### src/mhavg_pkg.sv
// ----------------------------------------------------------------------------
// mhavg_pkg
// shared types and constants of the magnetometer heading averager
// ----------------------------------------------------------------------------
package mhavg_pkg;

  localparam int unsigned CordicSteps = 20;
  localparam int unsigned VecW = 34;
  localparam int unsigned AngW = 32;

  typedef enum logic [2:0] {
    ST_IDLE,
    ST_MAC,
    ST_PREP,
    ST_CORDIC,
    ST_SCALE,
    ST_ACCUM,
    ST_DIV,
    ST_OUT
  } state_t;

  typedef enum logic [2:0] {
    REG_CYX = 3'd0,
    REG_CYY = 3'd1,
    REG_CYZ = 3'd2,
    REG_CZX = 3'd3,
    REG_CZY = 3'd4,
    REG_CZZ = 3'd5,
    REG_OFY = 3'd6,
    REG_OFZ = 3'd7
  } reg_idx_t;

  typedef struct packed {
    logic       load;
    logic       mac;
    logic [2:0] mac_idx;
    logic       prep;
    logic       cordic;
    logic [4:0] step;
    logic       scale;
    logic       accum;
    logic       div_start;
    logic       div_step;
  } cmd_t;

  typedef struct packed {
    logic batch_end;
  } sts_t;

  function automatic logic [AngW-1:0] atan_entry(input logic [4:0] i);
    logic [AngW-1:0] v;
    case (i)
      5'd0:  v = 32'd536870912;
      5'd1:  v = 32'd316933406;
      5'd2:  v = 32'd167458907;
      5'd3:  v = 32'd85004756;
      5'd4:  v = 32'd42667331;
      5'd5:  v = 32'd21354465;
      5'd6:  v = 32'd10679838;
      5'd7:  v = 32'd5340245;
      5'd8:  v = 32'd2670163;
      5'd9:  v = 32'd1335087;
      5'd10: v = 32'd667544;
      5'd11: v = 32'd333772;
      5'd12: v = 32'd166886;
      5'd13: v = 32'd83443;
      5'd14: v = 32'd41722;
      5'd15: v = 32'd20861;
      5'd16: v = 32'd10430;
      5'd17: v = 32'd5215;
      5'd18: v = 32'd2608;
      5'd19: v = 32'd1304;
      default: v = '0;
    endcase
    return v;
  endfunction

endpackage

### src/mhavg_ctrl.sv
// ----------------------------------------------------------------------------
// mhavg_ctrl
// sequencer: matrix products, cordic steps, scaling, batch mean division
// ----------------------------------------------------------------------------
module mhavg_ctrl #(
  parameter int unsigned DivSteps = 20
) (
  input  logic                clk,
  input  logic                rst_n,
  input  logic                in_valid,
  output logic                in_stall,
  output logic                out_valid,
  input  logic                out_stall,
  input  mhavg_pkg::sts_t     sts,
  output mhavg_pkg::cmd_t     cmd
);

  mhavg_pkg::state_t state_r, state_nxt;
  logic [4:0] cnt_r, cnt_nxt;

  always_ff @(posedge clk) begin
    if (!rst_n) begin
      state_r <= mhavg_pkg::ST_IDLE;
      cnt_r   <= '0;
    end else begin
      state_r <= state_nxt;
      cnt_r   <= cnt_nxt;
    end
  end

  always_comb begin
    state_nxt = state_r;
    cnt_nxt   = cnt_r;
    case (state_r)
      mhavg_pkg::ST_IDLE: begin
        if (in_valid) begin
          state_nxt = mhavg_pkg::ST_MAC;
          cnt_nxt   = '0;
        end
      end
      mhavg_pkg::ST_MAC: begin
        if (cnt_r == 5'd5) begin
          state_nxt = mhavg_pkg::ST_PREP;
          cnt_nxt   = '0;
        end else begin
          cnt_nxt = cnt_r + 5'd1;
        end
      end
      mhavg_pkg::ST_PREP: begin
        state_nxt = mhavg_pkg::ST_CORDIC;
        cnt_nxt   = '0;
      end
      mhavg_pkg::ST_CORDIC: begin
        if (cnt_r == 5'(mhavg_pkg::CordicSteps - 1)) begin
          state_nxt = mhavg_pkg::ST_SCALE;
        end else begin
          cnt_nxt = cnt_r + 5'd1;
        end
      end
      mhavg_pkg::ST_SCALE: state_nxt = mhavg_pkg::ST_ACCUM;
      mhavg_pkg::ST_ACCUM: begin
        cnt_nxt = '0;
        if (sts.batch_end) state_nxt = mhavg_pkg::ST_DIV;
        else state_nxt = mhavg_pkg::ST_IDLE;
      end
      mhavg_pkg::ST_DIV: begin
        if (cnt_r == 5'(DivSteps - 1)) state_nxt = mhavg_pkg::ST_OUT;
        else cnt_nxt = cnt_r + 5'd1;
      end
      mhavg_pkg::ST_OUT: begin
        if (!out_stall) state_nxt = mhavg_pkg::ST_IDLE;
      end
      default: state_nxt = mhavg_pkg::ST_IDLE;
    endcase
  end

  always_comb begin
    cmd       = '0;
    in_stall  = 1'b1;
    out_valid = 1'b0;
    cmd.step    = cnt_r;
    cmd.mac_idx = cnt_r[2:0];
    case (state_r)
      mhavg_pkg::ST_IDLE: begin
        in_stall  = 1'b0;
        cmd.load  = in_valid;
      end
      mhavg_pkg::ST_MAC:    cmd.mac = 1'b1;
      mhavg_pkg::ST_PREP:   cmd.prep = 1'b1;
      mhavg_pkg::ST_CORDIC: cmd.cordic = 1'b1;
      mhavg_pkg::ST_SCALE:  cmd.scale = 1'b1;
      mhavg_pkg::ST_ACCUM: begin
        cmd.accum     = 1'b1;
        cmd.div_start = sts.batch_end;
      end
      mhavg_pkg::ST_DIV:    cmd.div_step = 1'b1;
      mhavg_pkg::ST_OUT:    out_valid = 1'b1;
      default: ;
    endcase
  end

`ifndef SYNTHESIS
  a_in_only_idle: assert property (@(posedge clk) disable iff (!rst_n)
    !in_stall |-> state_r == mhavg_pkg::ST_IDLE) else $error("stall low outside idle");
  a_out_hold: assert property (@(posedge clk) disable iff (!rst_n)
    out_valid && out_stall |=> out_valid) else $error("result dropped");
  a_no_overlap: assert property (@(posedge clk) disable iff (!rst_n)
    !(out_valid && !in_stall)) else $error("input taken while result pending");
`endif

endmodule

### src/mhavg_dp.sv
// ----------------------------------------------------------------------------
// mhavg_dp
// datapath: shared multiplier, iterative cordic, sum and reciprocal mean
// ----------------------------------------------------------------------------
module mhavg_dp #(
  parameter int unsigned Samples = 5
) (
  input  logic                clk,
  input  logic                rst_n,
  input  mhavg_pkg::cmd_t     cmd,
  output mhavg_pkg::sts_t     sts,
  input  logic signed [12:0]  raw_x,
  input  logic signed [12:0]  raw_y,
  input  logic signed [12:0]  raw_z,
  input  logic signed [15:0]  coef [6],
  input  logic signed [23:0]  ofs_y,
  input  logic signed [23:0]  ofs_z,
  output logic [15:0]         heading
);

  localparam int unsigned VW = mhavg_pkg::VecW;
  localparam int unsigned AW = mhavg_pkg::AngW;
  localparam logic [4:0] SamplesC = 5'(Samples);
  localparam int unsigned DivShift = 20 + $clog2(Samples);
  localparam longint unsigned DivMulL =
    ((64'd1 << DivShift) + 64'(Samples) - 64'd1) / 64'(Samples);
  localparam logic [21:0] DivMul = 22'(DivMulL);

  logic signed [12:0] x_r, y_in_r, z_in_r;
  logic signed [VW-1:0] vy_r, vz_r, vy_nxt, vz_nxt;
  logic [AW-1:0] ang_r;
  logic zero_r;
  logic [15:0] h_r;
  logic [3:0] count_r;
  logic [19:0] sum_r;
  logic [19:0] div_r, quo_r;
  logic signed [12:0] mop;
  logic signed [28:0] prod;
  logic [AW+15:0] sprod;
  logic [43:0] dprod;
  logic [4:0] cnt_plus;
  logic [19:0] sum_plus;

  always_comb begin
    case (cmd.mac_idx)
      3'd0, 3'd3: mop = x_r;
      3'd1, 3'd4: mop = y_in_r;
      default:    mop = z_in_r;
    endcase
    prod = coef[cmd.mac_idx < 3'd6 ? cmd.mac_idx : 3'd0] * mop;
  end

  always_comb begin
    if (!vz_r[VW-1]) begin
      vy_nxt = vy_r + (vz_r >>> cmd.step);
      vz_nxt = vz_r - (vy_r >>> cmd.step);
    end else begin
      vy_nxt = vy_r - (vz_r >>> cmd.step);
      vz_nxt = vz_r + (vy_r >>> cmd.step);
    end
  end

  assign sprod    = {16'd0, ang_r} * 48'd36000;
  assign cnt_plus = {1'b0, count_r} + 5'd1;
  assign sum_plus = sum_r + 20'(h_r);
  assign sts.batch_end = cnt_plus >= SamplesC;
  assign dprod    = 44'(div_r) * 44'(DivMul);
  assign heading  = quo_r[15:0];

  always_ff @(posedge clk) begin
    if (cmd.load) begin
      x_r    <= raw_x;
      y_in_r <= raw_y;
      z_in_r <= raw_z;
      vy_r   <= -VW'(ofs_y);
      vz_r   <= -VW'(ofs_z);
    end
    if (cmd.mac) begin
      if (cmd.mac_idx < 3'd3) vy_r <= vy_r + VW'(prod);
      else vz_r <= vz_r + VW'(prod);
    end
    if (cmd.prep) begin
      zero_r <= (vy_r == '0) && (vz_r == '0);
      if (vy_r[VW-1]) begin
        vy_r  <= -vy_r;
        vz_r  <= -vz_r;
        ang_r <= {1'b1, {(AW-1){1'b0}}};
      end else begin
        ang_r <= '0;
      end
    end
    if (cmd.cordic) begin
      vy_r <= vy_nxt;
      vz_r <= vz_nxt;
      if (!vz_r[VW-1]) ang_r <= ang_r + mhavg_pkg::atan_entry(cmd.step);
      else ang_r <= ang_r - mhavg_pkg::atan_entry(cmd.step);
    end
    if (cmd.scale) h_r <= zero_r ? 16'd0 : sprod[AW+15:AW];
    if (cmd.div_start) div_r <= sum_plus;
    if (cmd.div_step) quo_r <= dprod[DivShift +: 20];
  end

  always_ff @(posedge clk) begin
    if (!rst_n) begin
      count_r <= '0;
      sum_r   <= '0;
    end else if (cmd.accum) begin
      if (sts.batch_end) begin
        count_r <= '0;
        sum_r   <= '0;
      end else begin
        count_r <= cnt_plus[3:0];
        sum_r   <= sum_plus;
      end
    end
  end

`ifndef SYNTHESIS
  a_count_range: assert property (@(posedge clk) disable iff (!rst_n)
    {1'b0, count_r} < SamplesC) else $error("sample count beyond batch");
  a_heading_range: assert property (@(posedge clk) disable iff (!rst_n)
    cmd.accum |-> h_r < 16'd36000) else $error("heading out of range");
  a_clear_batch: assert property (@(posedge clk) disable iff (!rst_n)
    cmd.accum && sts.batch_end |=> count_r == '0 && sum_r == '0)
    else $error("batch not cleared");
`endif

endmodule

### src/magnetometer_heading_averager_unit.sv
// ----------------------------------------------------------------------------
// magnetometer_heading_averager_unit
// soft-iron calibrated atan2 heading, averaged over a batch of samples
// ----------------------------------------------------------------------------
// Each item is accepted in idle, then takes the matrix products on one shared
// 16x13 multiplier, quadrant folding, the iterative cordic, the degree
// scaling and the accumulation; no new item is accepted before it is done.
// The last item of a batch then takes the mean, a reciprocal multiplication,
// and holds its result until it is taken; no item is accepted meanwhile.
module magnetometer_heading_averager_unit #(
  parameter int unsigned SAMPLES = 5
) (
  input  logic               clk,
  input  logic               rst_n,
  input  logic               in_valid,
  output logic               in_stall,
  input  logic signed [12:0] in_raw_x,
  input  logic signed [12:0] in_raw_y,
  input  logic signed [12:0] in_raw_z,
  output logic               out_valid,
  input  logic               out_stall,
  output logic [15:0]        out_heading_centidegrees,
  input  logic               cfg_psel,
  input  logic               cfg_penable,
  input  logic               cfg_pwrite,
  input  logic [4:0]         cfg_paddr,
  input  logic [31:0]        cfg_pwdata,
  output logic [31:0]        cfg_prdata,
  output logic               cfg_pready
);

  localparam int unsigned DivSteps = 1;

  logic signed [15:0] coef_r [6];
  logic signed [23:0] ofs_y_r, ofs_z_r;
  mhavg_pkg::cmd_t cmd;
  mhavg_pkg::sts_t sts;
  mhavg_pkg::reg_idx_t ridx;
  logic wr;

  assign cfg_pready = 1'b1;
  assign ridx = mhavg_pkg::reg_idx_t'(cfg_paddr[4:2]);
  assign wr = cfg_psel && cfg_penable && cfg_pwrite;

  always_ff @(posedge clk) begin
    if (!rst_n) begin
      coef_r[0] <= -16'sd143;
      coef_r[1] <= 16'sd5956;
      coef_r[2] <= -16'sd393;
      coef_r[3] <= 16'sd332;
      coef_r[4] <= 16'sd16;
      coef_r[5] <= 16'sd6689;
      ofs_y_r   <= 24'sd1329906;
      ofs_z_r   <= 24'sd1436148;
    end else if (wr) begin
      case (ridx)
        mhavg_pkg::REG_OFY: ofs_y_r <= cfg_pwdata[23:0];
        mhavg_pkg::REG_OFZ: ofs_z_r <= cfg_pwdata[23:0];
        default: coef_r[ridx] <= cfg_pwdata[15:0];
      endcase
    end
  end

  always_comb begin
    case (ridx)
      mhavg_pkg::REG_OFY: cfg_prdata = {8'd0, ofs_y_r};
      mhavg_pkg::REG_OFZ: cfg_prdata = {8'd0, ofs_z_r};
      default: cfg_prdata = {16'd0, coef_r[ridx]};
    endcase
  end

  mhavg_ctrl #(.DivSteps(DivSteps)) u_ctrl (
    .clk, .rst_n, .in_valid, .in_stall, .out_valid, .out_stall, .sts, .cmd
  );

  mhavg_dp #(.Samples(SAMPLES)) u_dp (
    .clk, .rst_n, .cmd, .sts,
    .raw_x(in_raw_x), .raw_y(in_raw_y), .raw_z(in_raw_z),
    .coef(coef_r), .ofs_y(ofs_y_r), .ofs_z(ofs_z_r),
    .heading(out_heading_centidegrees)
  );

endmodule

### config.mk
export PLATFORM = sky130hd
export DESIGN_NAME = magnetometer_heading_averager_unit
export DESIGN_NICKNAME = d
export VERILOG_FILES = /design/src/mhavg_pkg.sv /design/src/mhavg_ctrl.sv /design/src/mhavg_dp.sv /design/src/magnetometer_heading_averager_unit.sv
export SDC_FILE = /design/constraint.sdc
export NUM_CORES = 2
export LEC_CHECK = 0
export ABC_AREA = 1
export BUFFER_PORTS_ARGS = -buffer_cell sky130_fd_sc_hd__buf_2
export CAP_MARGIN = 25
export CORE_ASPECT_RATIO = 1.5
export CORE_UTILIZATION = 50
export DETAILED_ROUTE_END_ITERATION = 6
export HOLD_SLACK_MARGIN = 0.08
export PLACE_DENSITY = 0.66
export SKIP_LAST_GASP = 1
export SYNTH_ARGS = -nofsm -noshare
export SYNTH_HDL_FRONTEND = slang
export SYNTH_SLANG_ARGS = --single-unit
export TNS_END_PERCENT = 30
### constraint.sdc
create_clock -name clk -period 24.5 [get_ports clk]
set_input_delay 4.9 -clock clk [delete_from_list [all_inputs] [get_ports clk]]
set_output_delay 4.9 -clock clk [all_outputs]
set_load 0.05 [all_outputs]
# Word level (Yosys, flattened, before mapping)
# Memories as Yosys holds them, arrays and structs flattened. A register that Yosys moved wholly into a read port is not among the register bits.
# Cells that the tools add are included.
dict set report classes {
  n_addsub 15
  mul 3
  magnitude_cmp 6
  eq_ne 21
  n_shift 2
  mux 61
  bitwise_logic 3
  reduce_logical 20
}
# cell n
set op_table {}
lappend op_table {{2-to-1 mux 34 bit} 14}
lappend op_table {{2-to-1 mux 32 bit} 8}
lappend op_table {{binary-select mux 16 bit (select 3 bit)} 2}
lappend op_table {{bitwise mux 96 bit} 1}
lappend op_table {{2-to-1 mux 16 bit} 5}
lappend op_table {{adder 34 x 29 -> 34 bit} 2}
lappend op_table {{adder 34 bit} 2}
lappend op_table {{logical NOT 34 bit} 2}
lappend op_table {{negator 24 -> 34 bit} 2}
lappend op_table {{negator 34 bit} 2}
lappend op_table {{>>> shifter 34 x 5 -> 34 bit} 2}
lappend op_table {{subtractor 34 bit} 2}
lappend op_table {{demux 16 bit (select 3 bit)} 1}
lappend op_table {{one-hot mux 24 bit (2 select lines)} 1}
lappend op_table {{multiplier 32 x 11 -> 43 bit, second input constant} 1}
lappend op_table {{2-to-1 mux 5 bit} 8}
lappend op_table {{multiplier 20 x 20 -> 38 bit, second input constant} 1}
lappend op_table {{adder 32 bit} 1}
lappend op_table {{subtractor 32 bit} 1}
lappend op_table {{multiplier 16 x 13 -> 29 bit} 1}
lappend op_table {{one-hot mux 13 bit (2 select lines)} 1}
lappend op_table {{one-hot mux 5 bit (5 select lines)} 1}
lappend op_table {{one-hot mux 3 bit (8 select lines)} 1}
lappend op_table {{== test 3 bit, second input constant} 7}
lappend op_table {{30 further kinds} 62}
dict set report word_totals {
  register_bits 368
  romBits 1920
  input_bits 83
  output_inout_bits 51
  word_cells 155
  memories 2
}
# name depth word_bits read_ports rd_ports_with_merged_regs write_ports line
set mem_list {}
lappend mem_list {{(no name shown)} 32 30 1 1 0 mhavg_pkg.sv:52} ;# case (i)
lappend mem_list {{(no name shown)} 32 30 1 1 0 mhavg_pkg.sv:52}

# Logic depth before layout (Yosys ltp)
dict set report depth {
  word_depth 13
  depth_mapped 52
  depth_no_buf 49
}

# Cells and area by module
# Synthesis repeated with hierarchy kept, for this count alone.
dict set report hier_totals {
  hier_cells 8208
  area_unflattened_um2 56674.4
}
# mod instances cells_per_inst area_each_um2 seq_area_each_um2
set by_module_without_submodules {}
lappend by_module_without_submodules {mhavg_dp 1 7005 48873.1 5585.4}
lappend by_module_without_submodules {magnetometer_heading_averager_unit 1 1087 7066.8 2882.8}
lappend by_module_without_submodules {mhavg_ctrl 1 116 734.5 160.2}

# Worst setup path after synthesis
# Ideal clock, no wire load.
dict set report synth_timing {
  kind {input -> output}
  start {in cfg_paddr[2]}
  end {out cfg_prdata[4]}
  arrival_time_ns 6.817
  required_time_ns 19.600
  path_slack_ns 12.783
  stages 7
  n_path_buf 2
  cell_sequence {buf_2 -> nor2_1 -> inv_1 -> nor2_1 -> inv_1 -> clkbuf_1 -> o2111ai_1}
}
dict set report synth_between {
  elab_chain_cells 5
  elab_cells_between_ends 7
  cone_classes {eq/ne (2); mux (4); bitwise (1)}
}
# item line
set synth_rtl {}
lappend synth_rtl {{from (decl)} magnetometer_heading_averager_unit.sv:26} ;# input logic [4:0] cfg_paddr,
lappend synth_rtl {{NOT 3 -> 4 bit (not written as such)} magnetometer_heading_averager_unit.sv:68} ;# default: cfg_prdata = {16'd0, coef_r[ridx]};
lappend synth_rtl {{binary-select mux 16 bit (select 3 bit)} magnetometer_heading_averager_unit.sv:68}
lappend synth_rtl {{2-to-1 mux 16 bit (not written as such) (2 in a row)} magnetometer_heading_averager_unit.sv:68}
lappend synth_rtl {{one-hot mux 24 bit (2 select lines) *} magnetometer_heading_averager_unit.sv:65} ;# case (ridx)
lappend synth_rtl {{to (decl)} magnetometer_heading_averager_unit.sv:28} ;# output logic [31:0] cfg_prdata,
# Every way passes the cells marked *; elsewhere a longest branch is shown, timed or not. The select of a mux whose other input is x is not followed.

# Worst setup path in the final report
dict set report layout_timing {
  start {in cfg_paddr[2]}
  end {out cfg_prdata[6]}
}
# The elaborated chain is that of the path after synthesis.

==> results.cfg <==
[run_status]
status = complete, but fails checks
failed_checks = design-rule violations

[drt]
dr.pass1.iters = 7
via_per_inst = 5.82
wl_per_cell_um = 21.0
drc = 12
drt-initial-drc-count = 3987
drt_wl_total_um = 198000
postRouteAntennaNets = 0
num_vias = 54800

[clocking]
insertion_delay_ns = 0.66
cts_root_buffer = clkbuf_16
cts_sinks = 398
cts_tree = built
path_clk_slew_ns = 0.06
holdBufCountCts = 0
clk_path_buf_depth = 3
ctsHtreeMaxLevel = 2
cts_resized = 0
cts_setup_buffers = 0
cts_made_buffers = 45

[global_route]
use_met3 = 0.0424
globalRouteOverflowTotal = 0
busiest_layer = met2
grt_pass1_vias = 54000
grt_antenna_before_repair = 1
grt_use_met2 = 0.612
grt_start_max_net_pins = 81
use_met1 = 0.359
grt_util_all_layers = 0.345
grt_pass1_wl_um = 300000

[die]
io_pins = 134
die_x_um = 275
initial_core_util = 0.506
coreArea_um2 = 110000
die_h_um = 411
die_area_um2 = 113000
num_rows = 149

[sta]
rsz0062_at_grt = no
clock_skew_ns = 0.0603
setup_viol = 0
hold_viol = 0
fmax_mhz = 83.0
post-route-period-util = 0.492
slew_viol_final = 0
tns_ns = 0
fin_crit_ns = 12.05
worst_slew_pin_slew_ns = 1.08
max_slew_margin = 0.277

[critical_path]
max_stage_delay_ns = 0.50
endpoint_kind = primary output
crit_fanout = 17
crit_chain = buf_2 -> nor2_1 -> buf_4 -> inv_1 -> nor2_1 -> inv_1 -> o21ai_0 -> a221oi_1 -> nand2_1 -> buf_2
path_class = input port to primary output
cp_slowest_cell = inv_1
start_kind = input port
crit_arrival_ns = 7.15
cp.required_ns = 19.60

[yosys]
synth_flop_cell = dfxtp_1
synth_most_common_cell = nand2_1
synth_top_cell_by_area = fa_1
syn_inst = 7973
syn_area_per_cell_um2 = 7.01
synth_edf_count = 126
ys_ff_latch = 398
yosysWarnings = 0
netlist_area_um2 = 55900
synth_cell_type_count = 70
synthArstFlopShare = 0
yosys-top-cells-count = 1616 x nand2_1, 1218 x inv_1, 721 x nor2_1
ys_top_cells_by_area = fa_1 15%, ha_1 14%, nand2_1 11%, dfxtp_1 9.7%, inv_1 8.2%
ys_seq_area_frac = 0.165
synth_top_cell_area_share = 0.150

[place]
numPortBuffers = 114
place_hpwl_um = 160000
place_congestion = 1.02

[finish]
area_delta_synth_final_pct = 5.98
nFillCells = 11000
drive_above_1_share = 0.0475
fin_nets = 9081

[worst_hold_path]
hold_class = flop to flop

[flow_run]
cap_viol_max_count = 0
layout by cell type, fill, tap and decap left out, types with 35 or more instances in the layout:
cell type  Yosys  final
fa_1         420    420
o21ai_0      548    544
inv_1       1218   1217
buf_4         20     66
nand4_1       83     83
a21oi_1      578    578
nor2_1       721    717
xnor2_1       74     74
clkbuf_16      0     45
nor4_1        36     36
xor2_1       142    142
buf_2         46    113
o211ai_1      57     57
nand2_1     1616   1616
a21o_1        41     41
dfxtp_1      272    268
edfxtp_1     126    126
nand3_1      610    610
nor3_1        72     71
o21ai_1       32     35
ha_1         633    633
routing by layer:
metal	vias to the layer above	share of wire
met5	-	0
met2	2123	0.49
li1	26300	-
met3	754	0.057
met1	25700	0.35
met4	0	0.10
flip-flops by register name, summed over array words and instances, names as in the netlist, named ones only:
signal          count
coef_r             96
ofs_y_r            24
ofs_z_r            24
u_ctrl.cnt_r        5
u_ctrl.state_r      3
u_dp.ang_r         32
u_dp.count_r        4
u_dp.div_r         20
u_dp.h_r           16
u_dp.quo_r         16
u_dp.sum_r         20
u_dp.vy_r          34
u_dp.vz_r          34
u_dp.x_r           13
u_dp.y_in_r        13
u_dp.z_in_r        13
u_dp.zero_r         1
logic make-up (layout without fill, tap and decap cells):
logic type               Yosys count  count (layout)  share of synthesized area
AND/OR/NAND/NOR                 3233            3233                      0.244
AO/OA/AOI/OAI                   1551            1551                      0.158
buffers and inverters           1517            1519                      0.106
adder cells (fa/ha/maj)         1053            1053                      0.292
flip-flops                       398             398                      0.165
XOR/XNOR                         216             216                     0.0339
multiplexers                       3               3                   0.000537
other                              2              11                   0.000134
stage by stage:
| stage | instance area, µm² | worst slack [ns] | hold slack, ns | utilization | std cells |
|---|---|---|---|---|---|
| global placement | 57600 | 12.51 | 0.445 | 0.522 | 9329 |
| floorplan | 55900 | 12.78 | 0.436 | - | 7980 |
| finish | 59200 | 12.45 | 0.461 | 0.536 | 9418 |
| CTS | 59200 | 12.50 | 0.460 | 0.536 | 9414 |
| detailed placement | 57600 | 12.50 | 0.449 | 0.522 | 9330 |
| global route | 59200 | 12.07 | 0.479 | 0.536 | 9417 |
final timing paths:
check | slack, ns | cells after the start | endpoint | from
setup reg to reg | 12.83 | 42 | u_dp.vz_r[28] | u_ctrl.cnt_r[2]
hold / removal | 0.46 | 2 | u_dp.count_r[3] | u_dp.count_r[3]
hold reg to reg | 0.46 | 2 | u_dp.count_r[3] | u_dp.count_r[3]
setup / recovery | 12.45 | 10 | cfg_prdata[6] | cfg_paddr[2]
worst max-delay path, delay by kind of cell:
family                 cells  cell delay, ns
and+or+nand+nor            3            0.39
AOI/OAI and AO/OA          2            0.50
buffers and inverters      5            1.35
final cells by class:
cell class              count  area (µm²)  share of cell area
flip-flops and latches    398        9240               0.156
clock inverters            22         348             0.00587
well taps                1434        1790              0.0303
diodes                      2        5.00           0.0000845
repair buffers            181        1090              0.0184
clock buffers              62        1240              0.0210
multi-input cells        6065       40800               0.689
inverters                1254        4710              0.0796
Power is left out: the tool's default activity adds up to more than one toggle a clock period on the data nets, which glitch-free logic cannot reach.
